File: src/sha_pkg.sv
`timescale 1ns / 1ps
// ----------------------------------------------------------------------------
// sha_pkg
// Shared constants, types and round functions for the SHA-256 engine.
// ----------------------------------------------------------------------------
package sha_pkg;

  localparam int unsigned QueueDepthDefault = 4;

  typedef logic [31:0] word_t;

  // Transaction as classified by the front end.
  typedef struct packed {
    logic [7:0] data_byte;
    logic       byte_present;
    logic       end_of_message;
  } item_t;

  function automatic word_t round_k(input logic [5:0] idx);
    word_t k;
    case (idx)
      6'd0:  k = 32'h428a2f98; 6'd1:  k = 32'h71374491;
      6'd2:  k = 32'hb5c0fbcf; 6'd3:  k = 32'he9b5dba5;
      6'd4:  k = 32'h3956c25b; 6'd5:  k = 32'h59f111f1;
      6'd6:  k = 32'h923f82a4; 6'd7:  k = 32'hab1c5ed5;
      6'd8:  k = 32'hd807aa98; 6'd9:  k = 32'h12835b01;
      6'd10: k = 32'h243185be; 6'd11: k = 32'h550c7dc3;
      6'd12: k = 32'h72be5d74; 6'd13: k = 32'h80deb1fe;
      6'd14: k = 32'h9bdc06a7; 6'd15: k = 32'hc19bf174;
      6'd16: k = 32'he49b69c1; 6'd17: k = 32'hefbe4786;
      6'd18: k = 32'h0fc19dc6; 6'd19: k = 32'h240ca1cc;
      6'd20: k = 32'h2de92c6f; 6'd21: k = 32'h4a7484aa;
      6'd22: k = 32'h5cb0a9dc; 6'd23: k = 32'h76f988da;
      6'd24: k = 32'h983e5152; 6'd25: k = 32'ha831c66d;
      6'd26: k = 32'hb00327c8; 6'd27: k = 32'hbf597fc7;
      6'd28: k = 32'hc6e00bf3; 6'd29: k = 32'hd5a79147;
      6'd30: k = 32'h06ca6351; 6'd31: k = 32'h14292967;
      6'd32: k = 32'h27b70a85; 6'd33: k = 32'h2e1b2138;
      6'd34: k = 32'h4d2c6dfc; 6'd35: k = 32'h53380d13;
      6'd36: k = 32'h650a7354; 6'd37: k = 32'h766a0abb;
      6'd38: k = 32'h81c2c92e; 6'd39: k = 32'h92722c85;
      6'd40: k = 32'ha2bfe8a1; 6'd41: k = 32'ha81a664b;
      6'd42: k = 32'hc24b8b70; 6'd43: k = 32'hc76c51a3;
      6'd44: k = 32'hd192e819; 6'd45: k = 32'hd6990624;
      6'd46: k = 32'hf40e3585; 6'd47: k = 32'h106aa070;
      6'd48: k = 32'h19a4c116; 6'd49: k = 32'h1e376c08;
      6'd50: k = 32'h2748774c; 6'd51: k = 32'h34b0bcb5;
      6'd52: k = 32'h391c0cb3; 6'd53: k = 32'h4ed8aa4a;
      6'd54: k = 32'h5b9cca4f; 6'd55: k = 32'h682e6ff3;
      6'd56: k = 32'h748f82ee; 6'd57: k = 32'h78a5636f;
      6'd58: k = 32'h84c87814; 6'd59: k = 32'h8cc70208;
      6'd60: k = 32'h90befffa; 6'd61: k = 32'ha4506ceb;
      6'd62: k = 32'hbef9a3f7; default: k = 32'hc67178f2;
    endcase
    return k;
  endfunction

  function automatic word_t start_hash(input logic [2:0] idx);
    word_t h;
    case (idx)
      3'd0: h = 32'h6a09e667; 3'd1: h = 32'hbb67ae85;
      3'd2: h = 32'h3c6ef372; 3'd3: h = 32'ha54ff53a;
      3'd4: h = 32'h510e527f; 3'd5: h = 32'h9b05688c;
      3'd6: h = 32'h1f83d9ab; default: h = 32'h5be0cd19;
    endcase
    return h;
  endfunction

  function automatic word_t ror(input word_t x, input int unsigned n);
    return (x >> n) | (x << (32 - n));
  endfunction

endpackage

File: src/sha_item_fifo.sv
`timescale 1ns / 1ps
// ----------------------------------------------------------------------------
// sha_item_fifo
// Short queue between the accepting front end and the hashing back end.
// ----------------------------------------------------------------------------
module sha_item_fifo #(
  parameter int unsigned Depth = sha_pkg::QueueDepthDefault
) (
  input  logic            clk,
  input  logic            rst_n,
  input  logic            wr_valid,
  output logic            wr_ready,
  input  sha_pkg::item_t  wr_item,
  output logic            rd_valid,
  input  logic            rd_ready,
  output sha_pkg::item_t  rd_item
);
  localparam int unsigned Aw = (Depth > 1) ? $clog2(Depth) : 1;

  sha_pkg::item_t  mem_r [Depth];
  logic [Aw-1:0]   wp_r, rp_r;
  logic [Aw:0]     cnt_r;

  function automatic logic [Aw-1:0] inc(input logic [Aw-1:0] p);
    return (p == Aw'(Depth - 1)) ? '0 : p + 1'b1;
  endfunction

  wire do_wr = wr_valid && wr_ready;
  wire do_rd = rd_valid && rd_ready;

  assign wr_ready = (cnt_r != (Aw+1)'(Depth));
  assign rd_valid = (cnt_r != '0);
  assign rd_item  = mem_r[rp_r];

  always_ff @(posedge clk) begin
    if (!rst_n) begin
      wp_r  <= '0;
      rp_r  <= '0;
      cnt_r <= '0;
    end else begin
      if (do_wr) wp_r <= inc(wp_r);
      if (do_rd) rp_r <= inc(rp_r);
      if (do_wr && !do_rd) cnt_r <= cnt_r + 1'b1;
      else if (do_rd && !do_wr) cnt_r <= cnt_r - 1'b1;
    end
  end

  always_ff @(posedge clk) begin
    if (do_wr) mem_r[wp_r] <= wr_item;
  end

  a_cnt_bound: assert property (@(posedge clk) disable iff (!rst_n)
    cnt_r <= (Aw+1)'(Depth)) else $error("queue count overflow");
  a_no_over: assert property (@(posedge clk) disable iff (!rst_n)
    (cnt_r == (Aw+1)'(Depth)) && !do_rd |=> cnt_r == (Aw+1)'(Depth))
    else $error("queue lost an entry");
  a_empty_rd: assert property (@(posedge clk) disable iff (!rst_n)
    (cnt_r == '0) |-> !do_rd) else $error("read from empty queue");
endmodule

File: src/sha_core_engine.sv
`timescale 1ns / 1ps
// ----------------------------------------------------------------------------
// sha_core_engine
// Back end: block buffer, padding, serial round unit and digest emission.
// ----------------------------------------------------------------------------
module sha_core_engine (
  input  logic            clk,
  input  logic            rst_n,
  input  logic            item_valid,
  output logic            item_ready,
  input  sha_pkg::item_t  item,
  output logic            out_valid,
  input  logic            out_ready,
  output logic [31:0]     out_digest_word,
  output logic [2:0]      out_word_index,
  output logic            out_last_word
);
  typedef enum logic [2:0] {
    ST_IDLE, ST_MARK, ST_PAD, ST_LEN, ST_LOAD, ST_ROUND, ST_ADD, ST_EMIT
  } state_t;

  state_t          state_r;
  logic [6:0]      fill_r;
  logic [63:0]     msg_r;
  sha_pkg::word_t  h_r [8];
  sha_pkg::word_t  v_r [8];
  sha_pkg::word_t  w_r [16];        // block bytes, then message schedule window
  logic [5:0]      rnd_r;
  logic            final_r;         // block being compressed ends the message
  logic            lenblk_r;        // length field goes in the current block
  logic            mark_r;          // 0x80 marker waits behind a full block
  logic            padp_r;          // zero fill carries on into the next block
  logic [2:0]      oidx_r;
  logic            ovalid_r;

  // byte-to-buffer write port
  logic            bwr;
  logic [5:0]      baddr;
  logic [7:0]      bdata;
  logic [63:0]     bit_len;

  assign item_ready = (state_r == ST_IDLE);
  assign bit_len    = {msg_r[60:0], 3'b000};

  // schedule and round datapath
  sha_pkg::word_t w_new, w_cur, s0, s1, t1, t2, e, a;
  always_comb begin
    s0 = sha_pkg::ror(w_r[1], 7) ^ sha_pkg::ror(w_r[1], 18) ^ (w_r[1] >> 3);
    s1 = sha_pkg::ror(w_r[14], 17) ^ sha_pkg::ror(w_r[14], 19) ^ (w_r[14] >> 10);
    w_new = w_r[0] + s0 + w_r[9] + s1;
    w_cur = w_r[0];
    e = v_r[4];
    a = v_r[0];
    t1 = v_r[7] + (sha_pkg::ror(e, 6) ^ sha_pkg::ror(e, 11) ^ sha_pkg::ror(e, 25))
       + ((e & v_r[5]) ^ (~e & v_r[6])) + sha_pkg::round_k(rnd_r) + w_cur;
    t2 = (sha_pkg::ror(a, 2) ^ sha_pkg::ror(a, 13) ^ sha_pkg::ror(a, 22))
       + ((a & v_r[1]) ^ (a & v_r[2]) ^ (v_r[1] & v_r[2]));
  end

  always_comb begin
    bwr   = 1'b0;
    baddr = fill_r[5:0];
    bdata = item.data_byte;
    case (state_r)
      ST_IDLE: bwr = item_valid && item.byte_present;
      ST_MARK: begin
        bwr   = 1'b1;
        bdata = 8'h80;
      end
      ST_PAD: begin
        bwr   = 1'b1;
        bdata = 8'h00;
      end
      ST_LEN: begin
        bwr   = 1'b1;
        bdata = bit_len[{~fill_r[2:0], 3'b000} +: 8];
      end
      default: bwr = 1'b0;
    endcase
  end

  always_ff @(posedge clk) begin
    if (!rst_n) begin
      state_r  <= ST_IDLE;
      fill_r   <= '0;
      msg_r    <= '0;
      final_r  <= 1'b0;
      lenblk_r <= 1'b0;
      mark_r   <= 1'b0;
      padp_r   <= 1'b0;
      oidx_r   <= '0;
      ovalid_r <= 1'b0;
      rnd_r    <= '0;
      for (int i = 0; i < 8; i++) h_r[i] <= sha_pkg::start_hash(3'(i));
    end else begin
      // big-endian byte lanes within each schedule word
      if (bwr) w_r[baddr[5:2]][{~baddr[1:0], 3'b000} +: 8] <= bdata;
      case (state_r)
        ST_IDLE: begin
          if (item_valid) begin
            if (item.byte_present) begin
              msg_r <= msg_r + 64'd1;
              if (fill_r[5:0] == 6'd63) begin
                fill_r  <= '0;
                final_r <= 1'b0;
                mark_r  <= item.end_of_message;
                state_r <= ST_LOAD;
              end else begin
                fill_r <= fill_r + 7'd1;
                if (item.end_of_message) state_r <= ST_MARK;
              end
            end else if (item.end_of_message) begin
              state_r <= ST_MARK;
            end
          end
        end
        ST_MARK: begin
          // 0x80 marker; room for the length decides the padding path
          if (fill_r[5:0] == 6'd63) begin
            fill_r  <= '0;
            final_r <= 1'b0;
            padp_r  <= 1'b1;
            state_r <= ST_LOAD;
          end else if (fill_r[5:0] == 6'd55) begin
            fill_r  <= 7'd56;
            state_r <= ST_LEN;
          end else begin
            fill_r   <= fill_r + 7'd1;
            lenblk_r <= (fill_r[5:0] < 6'd55);
            state_r  <= ST_PAD;
          end
        end
        ST_PAD: begin
          // zero fill; boundary 56 leads to the length, 64 to an extra block
          if (lenblk_r && fill_r[5:0] == 6'd55) begin
            fill_r  <= 7'd56;
            state_r <= ST_LEN;
          end else if (fill_r[5:0] == 6'd63) begin
            fill_r  <= '0;
            final_r <= 1'b0;
            padp_r  <= 1'b1;
            state_r <= ST_LOAD;
          end else begin
            fill_r <= fill_r + 7'd1;
          end
        end
        ST_LEN: begin
          if (fill_r[5:0] == 6'd63) begin
            fill_r   <= '0;
            final_r  <= 1'b1;
            lenblk_r <= 1'b0;
            state_r  <= ST_LOAD;
          end else begin
            fill_r <= fill_r + 7'd1;
          end
        end
        ST_LOAD: begin
          for (int i = 0; i < 8; i++) v_r[i] <= h_r[i];
          rnd_r   <= '0;
          state_r <= ST_ROUND;
        end
        ST_ROUND: begin
          v_r[7] <= v_r[6]; v_r[6] <= v_r[5]; v_r[5] <= v_r[4];
          v_r[4] <= v_r[3] + t1;
          v_r[3] <= v_r[2]; v_r[2] <= v_r[1]; v_r[1] <= v_r[0];
          v_r[0] <= t1 + t2;
          for (int i = 0; i < 15; i++) w_r[i] <= w_r[i+1];
          w_r[15] <= w_new;
          rnd_r <= rnd_r + 6'd1;
          if (rnd_r == 6'd63) state_r <= ST_ADD;
        end
        ST_ADD: begin
          for (int i = 0; i < 8; i++) h_r[i] <= h_r[i] + v_r[i];
          if (final_r) begin
            oidx_r   <= '0;
            ovalid_r <= 1'b1;
            state_r  <= ST_EMIT;
          end else if (mark_r) begin
            // end of message arrived with the byte that filled the block
            mark_r  <= 1'b0;
            state_r <= ST_MARK;
          end else if (padp_r) begin
            padp_r   <= 1'b0;
            lenblk_r <= 1'b1;
            state_r  <= ST_PAD;
          end else begin
            state_r <= ST_IDLE;
          end
        end
        ST_EMIT: begin
          if (out_ready) begin
            oidx_r <= oidx_r + 3'd1;
            if (oidx_r == 3'd7) begin
              ovalid_r <= 1'b0;
              final_r  <= 1'b0;
              fill_r   <= '0;
              msg_r    <= '0;
              for (int i = 0; i < 8; i++) h_r[i] <= sha_pkg::start_hash(3'(i));
              state_r  <= ST_IDLE;
            end
          end
        end
        default: state_r <= ST_IDLE;
      endcase
    end
  end

  assign out_valid       = ovalid_r;
  assign out_digest_word = h_r[oidx_r];
  assign out_word_index  = oidx_r;
  assign out_last_word   = (oidx_r == 3'd7);

  a_out_hold: assert property (@(posedge clk) disable iff (!rst_n)
    out_valid && !out_ready |=> out_valid && $stable(out_digest_word)
      && $stable(out_word_index)) else $error("digest word dropped or changed");
  a_idle_quiet: assert property (@(posedge clk) disable iff (!rst_n)
    item_ready |-> !out_valid) else $error("emitting while accepting");
  a_fill_range: assert property (@(posedge clk) disable iff (!rst_n)
    !fill_r[6]) else $error("fill count out of range");
endmodule

File: src/sha256_hash_engine_core.sv
`timescale 1ns / 1ps
// ----------------------------------------------------------------------------
// sha256_hash_engine_core
// SHA-256 over a byte stream, one byte per transaction.
// ----------------------------------------------------------------------------
// Every 64th byte starts a block compression of one setup step, 64 rounds and
// one add, run by the single serial round unit. End of message writes the 0x80
// marker, zero fill and the length one byte a cycle, pausing for an extra block
// compression when the length no longer fits, compresses the final block and
// then offers eight digest words, word 0 first. A queue, four deep by default,
// lets the front accept transactions while the back end compresses.
module sha256_hash_engine_core #(
  parameter int unsigned QueueDepth = sha_pkg::QueueDepthDefault
) (
  input  logic        clk,
  input  logic        rst_n,
  input  logic        in_valid,
  output logic        in_ready,
  input  logic [7:0]  in_data_byte,
  input  logic        in_byte_present,
  input  logic        in_end_of_message,
  output logic        out_valid,
  input  logic        out_ready,
  output logic [31:0] out_digest_word,
  output logic [2:0]  out_word_index,
  output logic        out_last_word
);
  sha_pkg::item_t in_item, q_item;
  logic           q_valid, q_ready;

  assign in_item = '{data_byte: in_data_byte, byte_present: in_byte_present,
                     end_of_message: in_end_of_message};

  sha_item_fifo #(.Depth(QueueDepth)) u_fifo (
    .clk, .rst_n,
    .wr_valid(in_valid), .wr_ready(in_ready), .wr_item(in_item),
    .rd_valid(q_valid), .rd_ready(q_ready), .rd_item(q_item)
  );

  sha_core_engine u_engine (
    .clk, .rst_n,
    .item_valid(q_valid), .item_ready(q_ready), .item(q_item),
    .out_valid, .out_ready, .out_digest_word, .out_word_index, .out_last_word
  );
endmodule
File: config.mk
export PLATFORM = sky130hd
export DESIGN_NAME = sha256_hash_engine_core
export DESIGN_NICKNAME = d
export VERILOG_FILES = /design/src/sha_pkg.sv /design/src/sha_item_fifo.sv /design/src/sha_core_engine.sv /design/src/sha256_hash_engine_core.sv
export SDC_FILE = /design/constraint.sdc
export NUM_CORES = 2
export LEC_CHECK = 0
export BUFFER_PORTS_ARGS = -buffer_cell sky130_fd_sc_hd__buf_2
export CAP_MARGIN = 20
export CORE_MARGIN = 4
export CORE_UTILIZATION = 55
export DETAILED_ROUTE_END_ITERATION = 6
export GPL_TIMING_DRIVEN = 1
export HOLD_SLACK_MARGIN = 0.02
export PLACE_DENSITY = 0.71
export SLEW_MARGIN = 0
export SYNTH_ARGS = -nofsm -noshare
export SYNTH_HDL_FRONTEND = slang
export SYNTH_SLANG_ARGS = --single-unit
File: constraint.sdc
create_clock -name clk -period 45.5 [get_ports clk]
set_input_delay 6.825 -clock clk [delete_from_list [all_inputs] [get_ports clk]]
set_output_delay 6.825 -clock clk [all_outputs]
set_load 0.02 [all_outputs]
-- After elaboration in Yosys (flattened, before gate mapping)
Memories as Yosys holds them, arrays and structs flattened. A register that Yosys moved wholly into a read port is not among the register bits.
Index checks and enable logic that the tools add are counted.
- add/subtract/negate cells: 27
- magnitude comparators: 1
- eq/ne operators: 28
- shift operators: 3
- mux-type cells: 159
- bitwise gates (word level): 53
- reduce and logical (&&, ||, !) cells: 29
- operators with widths (operator ; count):
    2-to-1 mux 32 bit ; 67
    adder 32 bit ; 18
    XOR 32 bit ; 9
    2-to-1 mux 64 bit ; 4
    bitwise AND 32 bit ; 5
    one-hot mux 64 bit (2 select lines) ; 1
    adder 64 x 1 -> 64 bit (second input constant) ; 1
    variable part select 64 x 7 -> 8 bit ; 1
    2-to-1 mux 7 bit ; 8
    2-to-1 mux 3 bit ; 18
    2-to-1 mux 1 bit ; 42
    one-hot mux 7 bit (5 select lines) ; 1
    inverter 32 bit ; 1
    OR 10 x 32 -> 32 bit ; 1
    OR 13 x 32 -> 32 bit ; 1
    OR 14 x 32 -> 32 bit ; 1
    OR 15 x 32 -> 32 bit ; 1
    OR 19 x 32 -> 32 bit ; 1
    OR 21 x 32 -> 32 bit ; 1
    OR 25 x 32 -> 32 bit ; 1
    OR 26 x 32 -> 32 bit ; 1
    OR 30 x 32 -> 32 bit ; 1
    OR 7 x 32 -> 32 bit ; 1
    OR reduction 32 bit ; 1
    43 further kinds ; 113
- register bits: 95
- RAM bits: 1064
- bits in read-only memories: 2048
- input bits: 14
- output and inout port bits: 38
- word-level logic and storage cells: 318
- memories kept: 5
- memories (memory ; words ; bits a word ; read ports ; clocked after Yosys merged registers in ; write ports ; RTL line ; RTL):
    (no name shown) ; 64 ; 32 ; 1 ; 1 ; 0 ; sha_pkg.sv:21 ; case (idx)
    u_engine.w_r ; 16 ; 32 ; 16 ; 0 ; 16 ; sha_core_engine.sv:27 ; sha_pkg::word_t w_r [16];
    u_engine.h_r ; 8 ; 32 ; 9 ; 1 ; 8 ; sha_core_engine.sv:25 ; sha_pkg::word_t h_r [8];
    u_engine.v_r ; 8 ; 32 ; 8 ; 0 ; 8 ; sha_core_engine.sv:26 ; sha_pkg::word_t v_r [8];
    u_fifo.mem_r ; 4 ; 10 ; 1 ; 1 ; 1 ; sha_item_fifo.sv:20 ; sha_pkg::item_t mem_r [Depth];

-- Logic depth before layout (Yosys ltp)
An unclocked memory read counts as a cell.
- word-level depth: 10
- depth in mapped cells: 34
- depth with buffers taken out: 33

-- Cells and area by module
A second synthesis with hierarchy kept.
- cell total of the unflattened synthesis: 7870
- area total of the unflattened synthesis: 75965.4 um^2
- by module, submodules not included (module ; times used ; cells each ; area each (um^2) ; sequential area each (um^2)):
    sha_core_engine ; 1 ; 7767 ; 74044.8 ; 31850.5
    sha_item_fifo ; 1 ; 103 ; 1920.6 ; 1381.3

-- Worst setup path after synthesis
No wires, ideal clock.
- path type: input -> register
- start: in rst_n
- end: mem u_engine.v_r[0][0] (netlist bit) (enable)
- library setup time: 0.879 ns
- arrival: 18.360 ns
- data required time: 44.621 ns
- slack: 26.261 ns
- stages: 6
- path buffers: 4
- cells stage by stage: clkbuf_1 -> inv_1 -> clkbuf_1 -> clkbuf_1 -> clkbuf_1 -> nor2_1
- RTL lines (item ; RTL line ; RTL):
    from (decl) ; sha256_hash_engine_core.sv:16 ; input logic rst_n,
    to (decl) ; sha_core_engine.sv:26 ;

==> key figures <==
Synthesis
  • Synth Warn #: 0
  • Dominant synthesized flop cell: edfxtp_1
  • Yosys top cell area share: 0.369
  • Xor and xnor fraction of the mapped netlist area: 0.0694
  • Leading area contributor after synthesis: edfxtp_1
  • Top cells by area, synth: edfxtp_1 37%, nand2_1 9.7%, dfxtp_1 6.7%, ha_1 6.6%, fa_1 5.1%
  • Multiplexer area fraction after synthesis: 0.0375
  • Post-synthesis cell count: 7,957
  • Fraction of registers with async set/reset: 0
  • Mean Syn Cell Area: 9.58 um2
  • Most frequent cell after synthesis: nand2_1
  • Seq/Total Area, Yosys: 0.436
  • EDFF count, synth: 936
  • Post-synthesis compound-gate area fraction: 0.135
  • Post-synthesis adder-cell area fraction: 0.121
  • Synthesized area: 76,200 um2
  • Commonest cells in the synthesized netlist: 1,964 x nand2_1, 936 x edfxtp_1, 488 x o21ai_0
  • #FFs+latches synth: 1,192
  • Mapped Nets: 8,570
  • Simple-gate share of the synthesized area: 0.163
  • Count of different cell masters after synthesis: 102
  • Combinational family with the most area after synthesis: simple AND/OR/NAND/NOR gates

CTS
  • Clk buf depth: 3
  • CTS tree: yes
  • Post-CTS setup buffers: 0
  • CTS Hold Buffers Added: 0
  • Post_cts resized: 0
  • H-tree Lvls: 4
  • Root Buffer: clkbuf_16
  • Worst-Skew Late Latency: 0.80 ns
  • Worst-path clk slew: 0.06 ns
  • # clock sinks: 1,192
  • CTS Buf Count: 134

Critical path
  • WP data arrival: approximately 3.7 ns
  • Crit path required time: 38.67 ns
  • CP endpoint: out_digest_word[2]
  • CP max stage cell: buf_4
  • Startpoint Class: flop
  • R2R Path Start: u_engine.v_r[0][141]
  • R2r worst-path depth: 33
  • Reg2reg end: u_engine.v_r[0][31]
  • Crit-path cells: buf_4, mux4_2, mux2_2, buf_2
  • CP max FO: 42
  • Critical path class: flop to primary output
  • Critical path capture point type: primary output
  • R2r setup slk: 36.12 ns
  • Crit path largest cell delay: approximately 0.88 ns

Timing
  • Hold slack: 0.497 ns
  • F_max: 94.9 MHz
  • TNS Setup: 0 ns
  • Final worst slack: 34.96 ns
  • Period utilisation layout: 0.232
  • Max_slew headroom: 0.146
  • Max-slew violations: 0
  • Worst Max-Slew Pin Slew: 1.27 ns
  • Unrepaired setup endpoints after global routing: no
  • Min Tclk post-route: about 11 ns
  • Final Hold Fails: 0
  • Clk_skew: 0.0290 ns
  • Final number of setup-violating endpoints: 0

Power and ir drop
  • Maximum vdd drop: 0.0428 mV
  • Power Dens Cells: about 37 nW/um2
  • Leakage power: 34.0 nW
  • Pwr Total: 3.07 mW

Global routing
  • First-pass GRT wire length: 365,000 um
  • GR Overflow Total: 0
  • Largest net degree at the start of global routing: 197
  • Vias in the first global route: 57.0k
  • Initial antenna violation count: 9
  • Global-route usage over all layers: 0.331

Drt
  • WL/cell: approximately 25 um
  • WL final: 246,000 um
  • Antenna Nets Post-Route: 0
  • Vias: 61.7k
  • First-iteration detailed-routing DRC count: roughly 8.3k
  • DRC: 13
  • Initial DRT Pass Iterations: 7
  • Routed vias/inst: 6.32

Finish
  • FILL cells: approximately 11k
  • Layout Utilization: 0.598
  • Post-route insts no fill: 9,768
  • Layout area overhead: 7.97%
  • Final #Nets: 8,468
  • Layout cell share with drive strength beyond 1: 0.0682
  • Fin area: 82,300 um2

Placement
  • Placed Instances: 9,475
  • Pre-CTS setup slack: 34.43 ns
  • Post-DP HPWL: 178,000 um
  • Routability Congestion: 1.02
  • Port buffer count: 51
  • Placed inst area: around 80,000 um2

Hold path
  • Worst min path class: flop to flop
  • Hold depth: 2

Die
  • Die height: about 380 um
  • Die area: 145,000 um2
  • Site Rows: 136
  • Top Ports: 52
  • Core area: approximately 140,000 um2
  • Die W: 380 um
  • Initial Utilization: 0.554

Job
  • Max_cap viols: 0

Status
  • Status: finished with violations
  • Violated checks: design-rule violations
## power breakdown
group,leakage [nW],internal [mW],switching (mW)
Combinational,21.5,0.282,0.483
Clock,2.03,0.587,0.470
Sequential,10.5,1.22,0.0214
Total,34.0,2.09,0.975
## critical path: cells and delay by family (launching register included)
family / cells / cell delay, ns
buffers and inverters: 2 / 1.06
multiplexers: 2 / 1.05
flip-flops: 1 / 0.72
## cells by family after synthesis
group | Yosys count
AND/OR/NAND/NOR | 2953
AO/OA/AOI/OAI | 1655
flip-flops | 1192
buffers and inverters | 763
adder cells (fa/ha/maj) | 621
XOR/XNOR | 604
multiplexers | 169
## registers in the layout (all words and copies together) (netlist names), 2 cells and up, named ones only
register and flops:
u_engine.v_r 256, u_engine.h_r 256, u_fifo.wp_r 2, u_fifo.cnt_r 3, u_engine.fill_r 6, u_engine.rnd_r 6
u_engine.msg_r 61, u_engine.out_word_index 3, u_fifo.rp_r 2, u_fifo.mem_r 40, u_engine.state_r 3, u_engine.w_r 512
## worst min-delay path by stage
stage | from | end | slack (ns)
after floorplan | u_fifo.rp_r[1] | flop | 0.45
after global placement | u_fifo.rp_r[1] | u_fifo.rp_r[1] | 0.47
after detailed placement | u_engine.h_r[4][20] | u_engine.h_r[4][20] | 0.48
after CTS | u_engine.h_r[4][20] | u_engine.h_r[4][20] | 0.49
after global routing | u_engine.h_r[5][4] | u_engine.h_r[5][4] | 0.52
final | u_engine.w_r[8][3] | u_engine.w_r[7][3] | 0.50
## area by class of cell
cell class                      count  area, um2  area share
Tap cell                         1794       2240      0.0273
Multi-Input combinational cell   6002      40100       0.488
Antenna cell                       12       30.0    0.000365
Inverter                          353       1330      0.0161
Clock inverter                     69        596     0.00724
Clock buffer                      174       3590      0.0437
Sequential cell                  1192      33200       0.404
Timing Repair Buffer              172       1120      0.0137
## per-layer routing
layer / global-route usage / wire (um) / share of wire / vias up
li1: - / - / - / 27665
met1: 0.482 / 102000 / 0.41 / 29833
met2: 0.471 / 102000 / 0.41 / 3636
met3: 0.0929 / 32100 / 0.13 / 558
met4: 0.121 / 9880 / 0.040 / 4
met5: 0 / 24 / 0.000098 / -
## placed cells by master, fill, tap and decap left out, types with 15 or more instances in the layout
master	count
buf_2	81
edfxtp_1	936
nor2_1	373
or3_1	43
ha_1	403
clkbuf_1	32
xnor2_1	375
a21boi_0	17
nand2_1	1962
nand2b_1	62
and2_1	21
buf_4	77
nor2b_1	46
fa_1	196
a21o_1	250
o31ai_1	28
o21a_1	57
mux2i_1	47
a21oi_1	442
nor3_1	110
nand3_1	142
clkbuf_16	135
inv_1	348
and3_1	56
o221ai_1	15
xor2_1	229
clkinv_2	16
nand4_1	33
o211ai_1	51
mux2_2	35
dfxtp_1	253
o21ai_0	487
o21bai_1	33
clkinv_1	29
a211oi_1	41
a31oi_1	49
mux4_2	78
maj3_1	22
Power figures use the tool's default switching activity.
